==> src/assert_macros.svh <==
// Assertion macros used by the unescaper RTL.
`ifndef ASSERT_MACROS_SVH
`define ASSERT_MACROS_SVH

// Check a condition at every clock edge outside reset.
`define JSAU_ASSERT_ALWAYS(lbl, cond) \
	lbl: assert property (@(posedge clk) disable iff (!arst_n) (cond)) \
		else $error("assertion failed");

// Check that a condition implies another in the same cycle.
`define JSAU_ASSERT_IMPL(lbl, pre, post) \
	lbl: assert property (@(posedge clk) disable iff (!arst_n) (pre) |-> (post)) \
		else $error("assertion failed");

// Check that a condition implies another in the next cycle.
`define JSAU_ASSERT_NEXT(lbl, pre, post) \
	lbl: assert property (@(posedge clk) disable iff (!arst_n) (pre) |=> (post)) \
		else $error("assertion failed");

`endif

==> src/jsau_pkg.sv <==
// Types and codes shared by the JSON string array unescaper.
package jsau_pkg;

	typedef enum logic [3:0] {
		PH_BEFORE_OPEN,
		PH_AFTER_OPEN,
		PH_AFTER_COMMA,
		PH_IN_STRING,
		PH_ESCAPE,
		PH_HEX_FIRST,
		PH_WANT_BACKSLASH,
		PH_WANT_U,
		PH_HEX_SECOND,
		PH_AFTER_STRING,
		PH_TRAILING,
		PH_DONE,
		PH_FAILED
	} phase_t;

	typedef enum logic [1:0] {
		KIND_BYTE,
		KIND_END_STRING,
		KIND_ARRAY_DONE,
		KIND_ERROR
	} kind_t;

	typedef enum logic [3:0] {
		ERR_NONE,
		ERR_BAD_OPEN,
		ERR_EXPECT_STRING,
		ERR_EXPECT_SEP,
		ERR_TRAILING,
		ERR_EARLY_END,
		ERR_CONTROL,
		ERR_BAD_ESCAPE,
		ERR_BAD_HEX,
		ERR_MISSING_LOW,
		ERR_BAD_LOW,
		ERR_LONE_LOW
	} err_t;

	typedef struct packed {
		phase_t      phase;
		logic [15:0] hex_value;
		logic [1:0]  hex_count;
		logic [9:0]  high_sur;
	} parse_state_t;

	typedef struct packed {
		logic [2:0]      n;
		kind_t           kind;
		err_t            err;
		logic [3:0][7:0] bytes;
	} step_result_t;

	localparam int unsigned MaxResults = 4;

endpackage

==> src/jsau_step.sv <==
// Parser transition and UTF-8 encoding for one input item.
module jsau_step (
	input  jsau_pkg::parse_state_t cs,
	input  logic                   command,
	input  logic [7:0]             in_byte,
	output jsau_pkg::parse_state_t ns,
	output jsau_pkg::step_result_t res
);
	import jsau_pkg::*;

	function automatic logic is_ws(input logic [7:0] c);
		return c == 8'h20 || c == 8'h0A || c == 8'h0D || c == 8'h09;
	endfunction

	logic        hex_ok;
	logic [3:0]  hex_digit;
	logic [15:0] hv;
	err_t        err;
	logic        emit_byte;
	logic [7:0]  byte_val;
	logic        emit_cp;
	logic [20:0] cp;

	always_comb begin
		hex_ok    = 1'b1;
		hex_digit = 4'h0;
		if (in_byte >= "0" && in_byte <= "9") begin
			hex_digit = 4'(in_byte - "0");
		end else if (in_byte >= "a" && in_byte <= "f") begin
			hex_digit = 4'(in_byte - "a" + 8'd10);
		end else if (in_byte >= "A" && in_byte <= "F") begin
			hex_digit = 4'(in_byte - "A" + 8'd10);
		end else begin
			hex_ok = 1'b0;
		end
		hv = {cs.hex_value[11:0], hex_digit};
	end

	always_comb begin
		ns        = cs;
		err       = ERR_NONE;
		emit_byte = 1'b0;
		byte_val  = 8'h00;
		emit_cp   = 1'b0;
		cp        = '0;
		res       = '0;
		if (cs.phase != PH_DONE && cs.phase != PH_FAILED) begin
			if (command) begin
				unique case (cs.phase)
					PH_TRAILING: begin
						ns.phase = PH_DONE;
						res.n    = 3'd1;
						res.kind = KIND_ARRAY_DONE;
					end
					PH_AFTER_OPEN, PH_AFTER_COMMA: err = ERR_EXPECT_STRING;
					PH_AFTER_STRING:               err = ERR_EXPECT_SEP;
					PH_WANT_BACKSLASH, PH_WANT_U:  err = ERR_MISSING_LOW;
					default:                       err = ERR_EARLY_END;
				endcase
			end else begin
				unique case (cs.phase)
					PH_BEFORE_OPEN: begin
						if (in_byte == "[") ns.phase = PH_AFTER_OPEN;
						else if (!is_ws(in_byte)) err = ERR_BAD_OPEN;
					end
					PH_AFTER_OPEN, PH_AFTER_COMMA: begin
						if (is_ws(in_byte)) begin
						end else if (in_byte == "]" && cs.phase == PH_AFTER_OPEN) begin
							ns.phase = PH_TRAILING;
						end else if (in_byte == "\"") begin
							ns.phase = PH_IN_STRING;
						end else begin
							err = ERR_EXPECT_STRING;
						end
					end
					PH_IN_STRING: begin
						if (in_byte == "\"") begin
							ns.phase = PH_AFTER_STRING;
							res.n    = 3'd1;
							res.kind = KIND_END_STRING;
						end else if (in_byte < 8'h20) begin
							err = ERR_CONTROL;
						end else if (in_byte == "\\") begin
							ns.phase = PH_ESCAPE;
						end else begin
							emit_byte = 1'b1;
							byte_val  = in_byte;
						end
					end
					PH_ESCAPE: begin
						ns.phase  = PH_IN_STRING;
						emit_byte = 1'b1;
						case (in_byte)
							"\"", "\\", "/": byte_val = in_byte;
							"b": byte_val = 8'h08;
							"f": byte_val = 8'h0C;
							"n": byte_val = 8'h0A;
							"r": byte_val = 8'h0D;
							"t": byte_val = 8'h09;
							"u": begin
								emit_byte    = 1'b0;
								ns.phase     = PH_HEX_FIRST;
								ns.hex_value = '0;
								ns.hex_count = '0;
							end
							default: begin
								emit_byte = 1'b0;
								err       = ERR_BAD_ESCAPE;
							end
						endcase
					end
					PH_HEX_FIRST, PH_HEX_SECOND: begin
						if (!hex_ok) begin
							err = ERR_BAD_HEX;
						end else begin
							ns.hex_value = hv;
							ns.hex_count = cs.hex_count + 2'd1;
							if (cs.hex_count == 2'd3) begin
								if (cs.phase == PH_HEX_FIRST) begin
									if (hv[15:10] == 6'b110110) begin
										ns.high_sur = hv[9:0];
										ns.phase    = PH_WANT_BACKSLASH;
									end else if (hv[15:10] == 6'b110111) begin
										err = ERR_LONE_LOW;
									end else begin
										ns.phase = PH_IN_STRING;
										emit_cp  = 1'b1;
										cp       = {5'b0, hv};
									end
								end else if (hv[15:10] != 6'b110111) begin
									err = ERR_BAD_LOW;
								end else begin
									ns.phase = PH_IN_STRING;
									emit_cp  = 1'b1;
									cp       = 21'h10000 + {1'b0, cs.high_sur, hv[9:0]};
								end
							end
						end
					end
					PH_WANT_BACKSLASH: begin
						if (in_byte == "\\") ns.phase = PH_WANT_U;
						else err = ERR_MISSING_LOW;
					end
					PH_WANT_U: begin
						if (in_byte == "u") begin
							ns.phase     = PH_HEX_SECOND;
							ns.hex_value = '0;
							ns.hex_count = '0;
						end else begin
							err = ERR_MISSING_LOW;
						end
					end
					PH_AFTER_STRING: begin
						if (in_byte == ",") ns.phase = PH_AFTER_COMMA;
						else if (in_byte == "]") ns.phase = PH_TRAILING;
						else if (!is_ws(in_byte)) err = ERR_EXPECT_SEP;
					end
					PH_TRAILING: begin
						if (!is_ws(in_byte)) err = ERR_TRAILING;
					end
					default: begin
					end
				endcase
			end
		end

		if (err != ERR_NONE) begin
			ns.phase = PH_FAILED;
			res.n    = 3'd1;
			res.kind = KIND_ERROR;
			res.err  = err;
		end else if (emit_byte) begin
			res.n        = 3'd1;
			res.bytes[0] = byte_val;
		end else if (emit_cp) begin
			if (cp <= 21'h7F) begin
				res.n        = 3'd1;
				res.bytes[0] = cp[7:0];
			end else if (cp <= 21'h7FF) begin
				res.n        = 3'd2;
				res.bytes[0] = {3'b110, cp[10:6]};
				res.bytes[1] = {2'b10, cp[5:0]};
			end else if (cp <= 21'hFFFF) begin
				res.n        = 3'd3;
				res.bytes[0] = {4'b1110, cp[15:12]};
				res.bytes[1] = {2'b10, cp[11:6]};
				res.bytes[2] = {2'b10, cp[5:0]};
			end else begin
				res.n        = 3'd4;
				res.bytes[0] = {5'b11110, cp[20:18]};
				res.bytes[1] = {2'b10, cp[17:12]};
				res.bytes[2] = {2'b10, cp[11:6]};
				res.bytes[3] = {2'b10, cp[5:0]};
			end
		end
	end

endmodule

==> src/json_string_array_unescaper.sv <==
// An accepted item waits in the input register until the result register is free.
// Throughput: one item per cycle while each item gives at most one result and
// out_stall stays low; a multi-byte UTF-8 item holds the single output register.
// Reset (arst_n low, asynchronous): parser returns to before the opening bracket,
// the input and result registers empty; an error or completion holds until reset.
`include "assert_macros.svh"

module json_string_array_unescaper (
	input  logic       clk,
	input  logic       arst_n,
	input  logic       in_valid,
	output logic       in_stall,
	input  logic       command,
	input  logic [7:0] in_byte,
	output logic       out_valid,
	input  logic       out_stall,
	output logic [1:0] kind,
	output logic [7:0] out_byte,
	output logic [3:0] error_code,
	output logic       last
);
	import jsau_pkg::*;

	logic            valid_s1;
	logic            command_s1;
	logic [7:0]      byte_s1;
	parse_state_t    state_q;
	parse_state_t    state_next;
	step_result_t    res;
	logic [2:0]      cnt_q;
	kind_t           kind_q;
	err_t            err_q;
	logic [3:0][7:0] bytes_q;
	logic            out_take;
	logic            load;

	jsau_step u_step (
		.cs      (state_q),
		.command (command_s1),
		.in_byte (byte_s1),
		.ns      (state_next),
		.res     (res)
	);

	assign out_take = out_valid && !out_stall;
	assign load     = valid_s1 && (cnt_q == 3'd0 || (cnt_q == 3'd1 && out_take));
	assign in_stall = valid_s1 && !load;

	always_ff @(posedge clk or negedge arst_n) begin
		if (!arst_n) begin
			valid_s1 <= 1'b0;
		end else if (in_valid && !in_stall) begin
			valid_s1 <= 1'b1;
		end else if (load) begin
			valid_s1 <= 1'b0;
		end
	end

	always_ff @(posedge clk) begin
		if (in_valid && !in_stall) begin
			command_s1 <= command;
			byte_s1    <= in_byte;
		end
	end

	always_ff @(posedge clk or negedge arst_n) begin
		if (!arst_n) begin
			state_q.phase     <= PH_BEFORE_OPEN;
			state_q.hex_value <= '0;
			state_q.hex_count <= '0;
			state_q.high_sur  <= '0;
			cnt_q             <= '0;
			kind_q            <= KIND_BYTE;
			err_q             <= ERR_NONE;
		end else if (load) begin
			state_q <= state_next;
			cnt_q   <= res.n;
			kind_q  <= res.kind;
			err_q   <= res.err;
		end else if (out_take) begin
			cnt_q <= cnt_q - 3'd1;
		end
	end

	always_ff @(posedge clk) begin
		if (load) begin
			bytes_q <= res.bytes;
		end else if (out_take) begin
			bytes_q <= {8'h00, bytes_q[3:1]};
		end
	end

	assign out_valid  = cnt_q != 3'd0;
	assign kind       = kind_q;
	assign out_byte   = bytes_q[0];
	assign error_code = err_q;
	assign last       = cnt_q == 3'd1;

	`JSAU_ASSERT_ALWAYS(a_cnt_range, cnt_q <= 3'(MaxResults))
	`JSAU_ASSERT_IMPL(a_load_free, load, cnt_q == 3'd0 || (cnt_q == 3'd1 && out_take))
	`JSAU_ASSERT_IMPL(a_error_single, out_valid && kind_q == KIND_ERROR, cnt_q == 3'd1)
	`JSAU_ASSERT_NEXT(a_fail_sticky, state_q.phase == PH_FAILED, state_q.phase == PH_FAILED)

endmodule

==> config.mk <==
export PLATFORM = sky130hd
export DESIGN_NAME = json_string_array_unescaper
export DESIGN_NICKNAME = d
export VERILOG_FILES = /design/src/jsau_pkg.sv /design/src/jsau_step.sv /design/src/json_string_array_unescaper.sv
export VERILOG_INCLUDE_DIRS = /design/src /design/src/src
export SDC_FILE = /design/constraint.sdc
export NUM_CORES = 1
export LEC_CHECK = 0
export ABC_AREA = 1
export BUFFER_PORTS_ARGS = -buffer_cell sky130_fd_sc_hd__buf_2
export CORE_MARGIN = 2
export CORE_UTILIZATION = 49
export CTS_CLUSTER_DIAMETER = 100
export DETAILED_ROUTE_END_ITERATION = 8
export GPL_ROUTABILITY_DRIVEN = 0
export PLACE_DENSITY = 0.66
export SETUP_SLACK_MARGIN = 0.3
export SYNTH_ARGS = -nofsm -noshare
export SYNTH_HDL_FRONTEND = slang
export SYNTH_SLANG_ARGS = --single-unit
==> constraint.sdc <==
create_clock -name clk -period 7.6 [get_ports clk]
set_input_delay 0.76 -clock clk [delete_from_list [all_inputs] [get_ports clk]]
set_output_delay 0.76 -clock clk [all_outputs]
set_load 0.1 [all_outputs]
==> metrics.cfg, run 1 <==
[timing]
final_max_slew_viol_count=0
hold_slack_ns=0.485
tns_ns=0
fin_ws_ns=3.60
period_share_pct=52.6
setup_viol=0
finClkSkew_ns=0.00947
maxSlewHeadroom_pct=31.0
tightest_slew_ns=1.02
hold_viol_final=0
timing.fmax_mhz=250
finalCriticalPeriod_ns=4.00
rsz0062_at_grt=false

[critical_path]
path_buf_inv=4
crit_slowest_cell=clkinv_1
cpLargestDelayFamily=simple AND/OR/NAND/NOR gates
crit_path_frequent_cell=inv_1
worstSetupStartpointType=flop
slowest_delay_ns=0.98
cp_cell_sequence=inv_1, ha_1, inv_1, nor2_1, nand2_1, nand2_1, inv_1, nor2_2, clkinv_1, nor2_1, nand4_1, o21ai_0
required_ns=7.85
critPathKind=reg2reg
cp.arrival_ns=4.25
cp-end-kind=flop
worstPathMaxFanout=34

[yosys]
synthArstFlopShare_pct=50.0
yosys-top-cells-area=edfxtp_1 (20%), dfrtp_1 (17%), nand2_1 (16%), nand3_1 (7.3%), nor2_1 (7.0%)
syn_inst=819
synth_seq_area_share_pct=37.2
synth_edf_count=38
synth_top_flop_cell=edfxtp_1
synth_nets=841
yosysTopAreaCellShare_pct=20.3
ys_ff_latch=76
syn_area_mm2=0.00562
avgSynthCellArea_um2=6.86
yosys_warnings=0
yosysTopAreaCell=edfxtp_1
ys_types=43

[cells_and_area]
nets=853
fin_area_mm2=0.00608
final_cells=979
n_antenna_cell=0
area_growth_pct=8.29
drive_above_1_share_pct=11.2

[clock_network]
cts_tree=yes
cts.repair.resized=0
cts-hold-fix-buffers=0
path_clk_slew_ns=0.06
clock-root-buffer=clkbuf_16
cts_sinks=76
cts_setup_buffers=0
clk_path_buf_depth=2
cts-htree-levels=3
clk_latency_ns=0.36
numCtsBuffers=9

[global_route]
grt_overflow=0
grt_max_degree=39
antenna_found_initial=0
grtUsageTotal_pct=28.2
grt_pass1_vias=5560
grt_pass1_wl_um=27800

[floorplanning]
dieArea_mm2=0.0123
coreArea_mm2=0.0113
die_height_um=111
top_level_ports=30
start_util_pct=49.6
std_cell_rows=39
die_w_um=111

[route]
vias=5653
drt_iter0_drc=445
routed_wl_um=16400
dr.pass1.iters=5
route.detailed.drc=0
ant_nets=0
wl_per_cell_um=16.7
viasPerCell=5.77

[status]
status=finished clean

[power_and_ir_drop]
ir_worst_vdd_v=0.000334
powerDensity_mw_per_mm2=350
leakage_nw=2.85

[placed_design]
place_area_mm2=0.00579
portBuffers=29
dp_hpwl_um=12500
dp_cells=963
place_ws_ns=3.56

[flow_run]
drv_cap=0

[worst_hold_path]
hold_path_class=reg2reg

-- cells in the final DEF, fill, tap and decap left out, types with 3 or more instances in the layout --
| master | n |
|---|---|
| nand3_1 | 82 |
| nor2_1 | 105 |
| nand3_2 | 5 |
| o21ai_0 | 52 |
| a211oi_1 | 4 |
| o31ai_1 | 3 |
| nand2_4 | 4 |
| buf_2 | 29 |
| o22ai_1 | 7 |
| nor3_1 | 15 |
| nand2_1 | 237 |
| inv_2 | 11 |
| dfrtp_1 | 38 |
| nor2_4 | 4 |
| nand2_2 | 8 |
| nor2_2 | 8 |
| clkbuf_16 | 9 |
| inv_1 | 81 |
| o21ai_1 | 5 |
| o2111ai_1 | 4 |
| nor4_1 | 6 |
| ha_1 | 9 |
| a21oi_2 | 3 |
| edfxtp_1 | 38 |
| nand4_1 | 25 |
| a21oi_1 | 14 |
-- final timing paths --
path	startpoint	end	slack (ns)	depth (start not counted)
worst max-delay path	cnt_q[1]	state_q[8]	3.60	12
worst max register to register	cnt_q[1]	state_q[8]	3.60	12
worst min register to register	state_q[0]	state_q[0]	0.49	2
min in group asynchronous	arst_n	state_q[21]	0.52	1
max in group asynchronous	arst_n	error_code[3]	6.53	1
worst min-delay path	state_q[0]	state_q[0]	0.49	2
-- where the power goes --
| part | internal, mW | switching, mW | total, mW | leakage, nW |
|---|---|---|---|---|
| clock | 0.229 | 0.192 | 0.421 | 0.140 |
| sequential | 0.603 | 0.0888 | 0.692 | 0.859 |
| combinational | 0.209 | 0.808 | 1.02 | 1.85 |
-- area by class of cell --
type / count / area [um2]
Fill cell: 1103 / 5240
Multi-Input combinational cell: 620 / 3020
Sequential cell: 76 / 2090
Inverter: 94 / 353
Clock buffer: 9 / 225
Tap cell: 143 / 179
Timing Repair Buffer: 30 / 153
Clock inverter: 7 / 65.1
-- logic make-up (layout without fill, tap and decap cells) --
kind of cell	Yosys count	count (layout)	share of synthesized area, %
and+or+nand+nor	506	506	40.7
buffers and inverters	123	140	9.07
AOI/OAI and AO/OA	101	101	10.3
adders and majority gates	9	9	2.00
xor gates and xnor gates	4	4	0.624
DFF	76	76	37.2
-- tightest hold or removal path, cell delays in order, from the launching register on --
cell     delay [ns]
dfrtp_1        0.34
nand2_1        0.05
o21ai_0        0.06
-- per-layer routing --
metal,share of wire (%),track usage (%),vias up
li1,-,-,2733
met1,43,37.4,2618
met2,45,44.2,250
met3,7.5,5.19,52
met4,4.7,15.0,0
met5,0,0,-
-- cell usage after synthesis, types with 2 or more instances --
master / n
o211ai_1: 2
clkbuf_1: 12
nand2_2: 8
nor4_1: 6
ha_1: 9
nand3_2: 5
nand2_4: 4
nor2_4: 4
o31ai_1: 3
dfrtp_1: 38
xnor2_1: 2
nand3_1: 82
nor2_1: 105
o22ai_1: 7
nor2_2: 8
xor2_1: 2
a211oi_1: 4
a31oi_1: 2
a21oi_2: 3
a22oi_1: 2
nand2_1: 237
o21ai_0: 52
buf_2: 5
or2_2: 2
nor3_1: 15
a21oi_1: 14
nand4_1: 25
o2111ai_1: 4
inv_2: 11
edfxtp_1: 38
clkinv_1: 2
o21ai_1: 5
buf_4: 11
inv_1: 81
-- per-stage QoR --
step	total power, mW	util, %
2_1_floorplan	1.51	-
3_3_place_gp	1.68	51.2
3_5_place_dp	1.70	51.2
4_1_cts	2.12	53.7
5_1_grt	2.26	53.7
6_report	2.13	53.7
-- registers in the layout, indices dropped and copies added, names as in the netlist, 2 cells and up --
register / count
error_code: 4
state_q: 28
cnt_q: 3
out_byte: 8
kind: 2
byte_s1: 8
bytes_q: 21
No activity file was read; power rests on OpenSTA's default activity.
==> inputs of run 2 (changes only) <==
ABC_AREA = 0   (was 1)
PLACE_DENSITY = 0.69   (was 0.66)
clock period = 3.44 ns   (was 7.6 ns; I/O delays follow)
==> metrics.cfg, run 2 <==
[timing]
rsz0062_at_grt=true
tns_ns=0  ; unchanged
finClkSkew_ns=0.0111  ; +0.00159 ns
maxSlewHeadroom_pct=41.3  ; +10 points
hold_slack_ns=0.0737  ; -0.412 ns
setup_viol=0  ; unchanged
hold_viol_final=0  ; unchanged
period_share_pct=89.3  ; +37 points
timing.fmax_mhz=325  ; +30%
tightest_slew_ns=0.881  ; -0.144 ns
final_max_slew_viol_count=0  ; unchanged
finalCriticalPeriod_ns=3.07  ; -0.922 ns

[route]
viasPerCell=6.54  ; +13%
dr.pass1.iters=6  ; +1
routed_wl_um=15600  ; -4.7%
drt_iter0_drc=722  ; +62%
ant_nets=0  ; unchanged
route.detailed.drc=0  ; unchanged
vias=5019  ; -11%
wl_per_cell_um=20.3  ; +22%

[critical_path]
cp-end-kind=flop
cpLargestDelayFamily=compound AO/OA/AOI/OAI gates
slowest_delay_ns=0.49  ; -0.49 ns
timing.rr.start=byte_s1[1]
required_ns=3.58  ; -4.27 ns
crit_slowest_cell=edfxtp_1
path_buf_inv=3  ; -1
r2r.worst_path.cells=12  ; unchanged
cp_cell_sequence=inv_2, ha_4, o21bai_1, a211oi_2, buf_4, o211ai_4, a211o_1, buf_4, o211ai_1, o221ai_1, and3_1, a22o_1
cp.arrival_ns=3.22  ; -1.03 ns
worstSetupStartpoint=byte_s1[1]
crit_path_frequent_cell=buf_4
worstSetupStartpointType=flop
critPathKind=reg2reg
rrSetupSlack_ns=0.37  ; -3.24 ns
r2r_end=out_byte[2]
worstPathMaxFanout=12  ; -65%

[global_route]
grt_max_degree=39  ; unchanged
antenna_found_initial=0  ; unchanged
grt_pass1_vias=4664  ; -16%
grtUsageTotal_pct=27.7  ; -0.53 points
grt_overflow=0  ; unchanged
grt_pass1_wl_um=24800  ; -11%

[clock_network]
clk_latency_ns=0.38  ; +0.02 ns
clock-root-buffer=clkbuf_8
cts-htree-levels=3  ; unchanged
path_clk_slew_ns=0.09  ; +0.03 ns
cts_tree=yes
clk_path_buf_depth=2  ; unchanged
cts_sinks=76  ; unchanged
numCtsBuffers=9  ; unchanged

[cells_and_area]
regMostFlops=state_q
fill_cells=962  ; -13%
n_antenna_cell=0  ; unchanged
nets=645  ; -24%
area_growth_pct=13.0
fin_util_pct=56.1  ; +2.4 points
largest_register_ffs=28  ; unchanged
final_cell_mix=nand2_1 (70), nor2_1 (46), a21oi_1 (38), edfxtp_1 (38), dfrtp_1 (36)
drive_above_1_share_pct=23.6  ; +12 points
final_common_cell=nand2_1
largest_registers=state_q x28, bytes_q x21

[yosys]
syn_inst=591  ; -28%
synth_edf_count=38  ; unchanged
yosysTopAreaCellShare_pct=21.4  ; +1.1 points
ys_types=92  ; +110%
synth_seq_area_share_pct=39.2  ; +2.0 points
yosys-top-cells-area=edfxtp_1 (21%), dfrtp_1 (18%), nand2_1 (4.9%), a21oi_1 (3.6%), nor2_1 (3.2%)
avgSynthCellArea_um2=9.02  ; +32%
synth_nets=613  ; -27%
synth_top_flop_cell=edfxtp_1
syn_area_mm2=0.00533  ; -5.1%
synthTopCellsByCount=nand2_1 (70), nor2_1 (46), a21oi_1 (38), dfrtp_1 (38), edfxtp_1 (38)
synthArstFlopShare_pct=50.0  ; unchanged
yosysTopAreaCell=edfxtp_1
synth_most_common_cell=nand2_1
ys_ff_latch=76  ; unchanged
yosys_warnings=0  ; unchanged

[floorplanning]
die_w_um=108  ; -2.5%
die_height_um=108  ; -2.5%
top_level_ports=30  ; unchanged
coreArea_mm2=0.0107  ; -5.1%
dieArea_mm2=0.0117  ; -4.9%
start_util_pct=49.6  ; about the same
std_cell_rows=38  ; -2.6%

[power_and_ir_drop]
internal-power_mw=2.17  ; +110%
clkPwrFrac_pct=19.4  ; -0.4 points
leakage_nw=2.39  ; -16%
p_comb_share_pct=45.2  ; -2.5 points
powerDensity_mw_per_mm2=688  ; +97%
power.total_mw=4.15  ; +95%
switchingPower_mw=1.98  ; +82%
ir_worst_vdd_v=0.000972  ; +190%
swShare_pct=47.8  ; -3.4 points
seqPwrFrac_pct=35.4  ; +2.9 points

[placed_design]
portBuffers=29  ; unchanged
dp_hpwl_um=11100  ; -11%

[status]
status=finished clean

[flow_run]
drv_cap=0  ; unchanged

[worst_hold_path]
hold_path_class=in2async

==> run 2: cell count changes after synthesis, sizes merged, moves of 10 or more <==
| cell | previous run | this run |
|---|---|---|
| a31oi | 2 | 12 |
| a22o | 0 | 13 |
| buf | 17 | 28 |
| nand2b | 0 | 10 |
| a21oi | 17 | 40 |
| nand2 | 249 | 70 |
| nand4 | 26 | 8 |
| inv | 92 | 15 |
| nor2 | 118 | 47 |
| nand3 | 88 | 19 |
==> run 2: area by class of cell <==
| cell class | instances | area (um2) | share of cell area, % |
|---|---|---|---|
| Multi-Input combinational cell | 453 | 3030 | 50.2 |
| Sequential cell | 76 | 2090 | 34.8 |
| Timing Repair Buffer | 66 | 439 | 7.29 |
| Tap cell | 140 | 175 | 2.91 |
| Clock buffer | 9 | 124 | 2.06 |
| Clock inverter | 7 | 105 | 1.74 |
| Inverter | 17 | 63.8 | 1.06 |
==> run 2: how the worst max path moves through the flow <==
stage | slack, ns | cells past startpoint | end
2_1_floorplan | 0.47 | 8 | state_q[8]
3_3_place_gp | 0.27 | 10 | state_q[29]
3_5_place_dp | 0.19 | 10 | state_q[30]
4_1_cts | 0.32 | 10 | bytes_q[20]
5_1_grt | 0.27 | 12 | out_byte[2]
6_report | 0.37 | 12 | out_byte[2]
==> run 2: metrics by stage <==
step | std cells | area [um2] | worst slack, ns
2_1_floorplan | 591 | 5340 | 0.471
3_3_place_gp | 740 | 5610 | 0.266
3_5_place_dp | 740 | 5610 | 0.195
4_1_cts | 756 | 5840 | 0.316
5_1_grt | 768 | 6030 | 0.275
6_report | 768 | 6030 | 0.367
==> run 2: repair_timing <==
item,in CTS,in global routing
endpoints found under the setup margin,10,25
resized for setup,1,20
buffers inserted,0,12
pin swaps,2,5
hold endpoints to repair,0,0
hold buffers,0,0
==> run 2: kinds of logic (layout without fill, tap and decap cells) <==
family / count (synthesis) / count (layout) / share of synthesized area (%)
compound gates: 198 / 198 / 26.4
simple gates: 231 / 231 / 23.6
xor+xnor: 5 / 5 / 0.821
buf+inv: 62 / 99 / 5.73
fa+ha+maj: 9 / 9 / 2.11
mux: 10 / 10 / 2.09
flops: 76 / 76 / 39.2
==> run 2: power groups by stage <==
stage	Sequential, mW	Combinational [mW]	Clock, mW
3_5_place_dp	1.49	1.81	0
3_3_place_gp	1.48	1.78	0
6_report	1.47	1.87	0.805
2_1_floorplan	1.56	1.36	0
5_1_grt	1.50	2.00	0.854
4_1_cts	1.47	1.82	0.816
==> run 2: routing by layer <==
| metal | wire [um] | track usage (%) |
|---|---|---|
| met1 | 6450 | 36.9 |
| met2 | 7130 | 41.7 |
| met3 | 1450 | 7.29 |
| met4 | 592 | 13.8 |
| met5 | 0 | 0 |
==> inputs of run 3 (changes only) <==
PLACE_DENSITY = 0.68   (was 0.69)
SYNTH_HIERARCHICAL = 1   (was not set)
==> metrics.cfg, run 3 <==
[flow_run]
drv_cap=0  ; unchanged

[clock_network]
path_clk_slew_ns=0.06  ; -0.03 ns
cts_sinks=79  ; +3.9%
clk_path_buf_depth=2  ; unchanged
clock-root-buffer=clkbuf_16
cts-htree-levels=3  ; unchanged
cts_tree=yes
clk_latency_ns=0.35  ; -0.03 ns
numCtsBuffers=9  ; unchanged
cts-hold-fix-buffers=0  ; unchanged

[yosys]
syn_inst=590  ; -0.17%
yosys_warnings=6  ; +6
syn_area_mm2=0.00603  ; +13%
avgSynthCellArea_um2=10.2  ; +13%

[route]
wl_per_cell_um=19.7  ; -3.2%
vias=4924  ; -1.9%
dr.pass1.iters=5  ; -1
routed_wl_um=15300  ; -2.1%
viasPerCell=6.34  ; -3.0%
drt_iter0_drc=522  ; -28%
route.detailed.drc=0  ; unchanged
ant_nets=0  ; unchanged

[critical_path]
timing.rr.start=byte_s1[1]
required_ns=3.62  ; +0.04 ns
worstSetupStartpointType=flop
crit_slowest_cell=edfxtp_1
path_buf_inv=3  ; unchanged
cp.arrival_ns=3.31  ; +0.09 ns
r2r_end=cnt_q[0]
critPathKind=reg2reg
cp-end-kind=flop
rrSetupSlack_ns=0.31  ; -0.06 ns
r2r.worst_path.cells=13  ; +1
worstPathMaxFanout=5  ; -7
cp_cell_sequence=inv_4, ha_4, buf_6, nand2_2, nor3_4, nand2_2, a32o_2, a221o_1, nor4_4, buf_4, a22oi_1, a2111oi_2, a31oi_1
cpLargestDelayFamily=compound AO/OA/AOI/OAI gates
slowest_delay_ns=0.44  ; -0.05 ns
crit_path_frequent_cell=nand2_2

[cells_and_area]
nets=648  ; +0.47%
largest_register_ffs=28  ; unchanged
regMostFlops=state_q
largest_registers=state_q x28, bytes_q x24
n_antenna_cell=0  ; unchanged
drive_above_1_share_pct=31.1  ; +7.5 points
final_common_cell=buf_4
final_cell_mix=buf_4 (46), edfxtp_1 (41), nand2_1 (40), dfrtp_1 (38)
area_growth_pct=12.8

[timing]
period_share_pct=91.0  ; +1.6 points
final_max_slew_viol_count=0  ; unchanged
tightest_slew_ns=0.903  ; +0.0226 ns
finalCriticalPeriod_ns=3.13  ; +0.0561 ns
timing.fmax_mhz=320  ; -1.8%
finClkSkew_ns=0.00379  ; -0.00727 ns
maxSlewHeadroom_pct=39.5  ; -1.8 points
rsz0062_at_grt=true
hold_viol_final=0  ; unchanged
setup_viol=0  ; unchanged
hold_slack_ns=0.112  ; +0.0383 ns

[global_route]
grt_pass1_wl_um=24600  ; -0.84%
grtUsageTotal_pct=24.0  ; -3.7 points
grt_pass1_vias=4734  ; +1.5%
grt_max_degree=39  ; unchanged
antenna_found_initial=0  ; unchanged
grt_overflow=0  ; unchanged

[floorplanning]
top_level_ports=30  ; unchanged
dieArea_mm2=0.0132  ; +13%
std_cell_rows=40  ; +5.3%
die_height_um=115  ; +6.1%
coreArea_mm2=0.0120  ; +12%
start_util_pct=50.2  ; +0.55 points
die_w_um=115  ; +6.1%

[power_and_ir_drop]
power.total_mw=5.50  ; +32%
ir_worst_vdd_v=0.000346  ; -64%
powerDensity_mw_per_mm2=809  ; +17%
leakage_nw=2.82  ; +18%

[status]
status=finished clean

[placed_design]
dp_hpwl_um=10700  ; -3.6%
portBuffers=29  ; unchanged

[worst_hold_path]
hold_path_class=in2async

-- run 3: stage by stage --
step	instance area, um2	util (%)	setup slack [ns]	TNS (ns)	cells
after floorplan	6030	-	0.362	0	592
after global placement	6230	51.9	0.117	0	741
after detailed placement	6230	51.9	-0.000556	-0.000556	741
after CTS	6640	55.3	0.331	0	767
after global routing	6800	56.6	0.127	0	777
final	6800	56.6	0.310	0	777
-- run 3: layer usage --
layer	GRT usage, %	routed length (um)	vias to the layer above
met5	0	0	-
met4	11.1	534	0
met3	5.22	842	40
met2	34.9	6870	199
met1	34.3	7040	2394
li1	-	-	2291
-- run 3: timing repair --
| action | in CTS | in global routing |
|---|---|---|
| pin swaps | 2 | 10 |
| gates resized for setup | 8 | 23 |
| endpoints found under the setup margin | 27 | 18 |
| setup buffers | 10 | 10 |
-- run 3: cell type report --
cell class | instances | area, um2
Tap cell | 147 | 184
Fill cell | 1020 | 5210
Clock inverter | 2 | 12.5
Multi-Input combinational cell | 440 | 3540
Sequential cell | 79 | 2180
Clock buffer | 14 | 284
Timing Repair Buffer | 77 | 522
Inverter | 18 | 70.1
-- run 3: power breakdown --
| part | leakage [nW] | total (mW) | switching [mW] | internal (mW) |
|---|---|---|---|---|
| Sequential | 0.920 | 1.61 | 0.196 | 1.41 |
| Clock | 0.145 | 0.926 | 0.360 | 0.566 |
| Combinational | 1.76 | 2.96 | 1.90 | 1.06 |
| Total | 2.82 | 5.50 | 2.46 | 3.04 |
-- run 3: worst max-delay path by stage --
stage,endpoint,depth (start not counted),slack (ns),start
after floorplan,out_byte[3],11,0.36,byte_s1[1]
after global placement,out_byte[3],10,0.12,byte_s1[0]
after detailed placement,out_byte[3],10,-0.0006,byte_s1[0]
after CTS,cnt_q[0],13,0.33,byte_s1[1]
after global routing,cnt_q[0],12,0.13,byte_s1[0]
final,cnt_q[0],13,0.31,byte_s1[1]
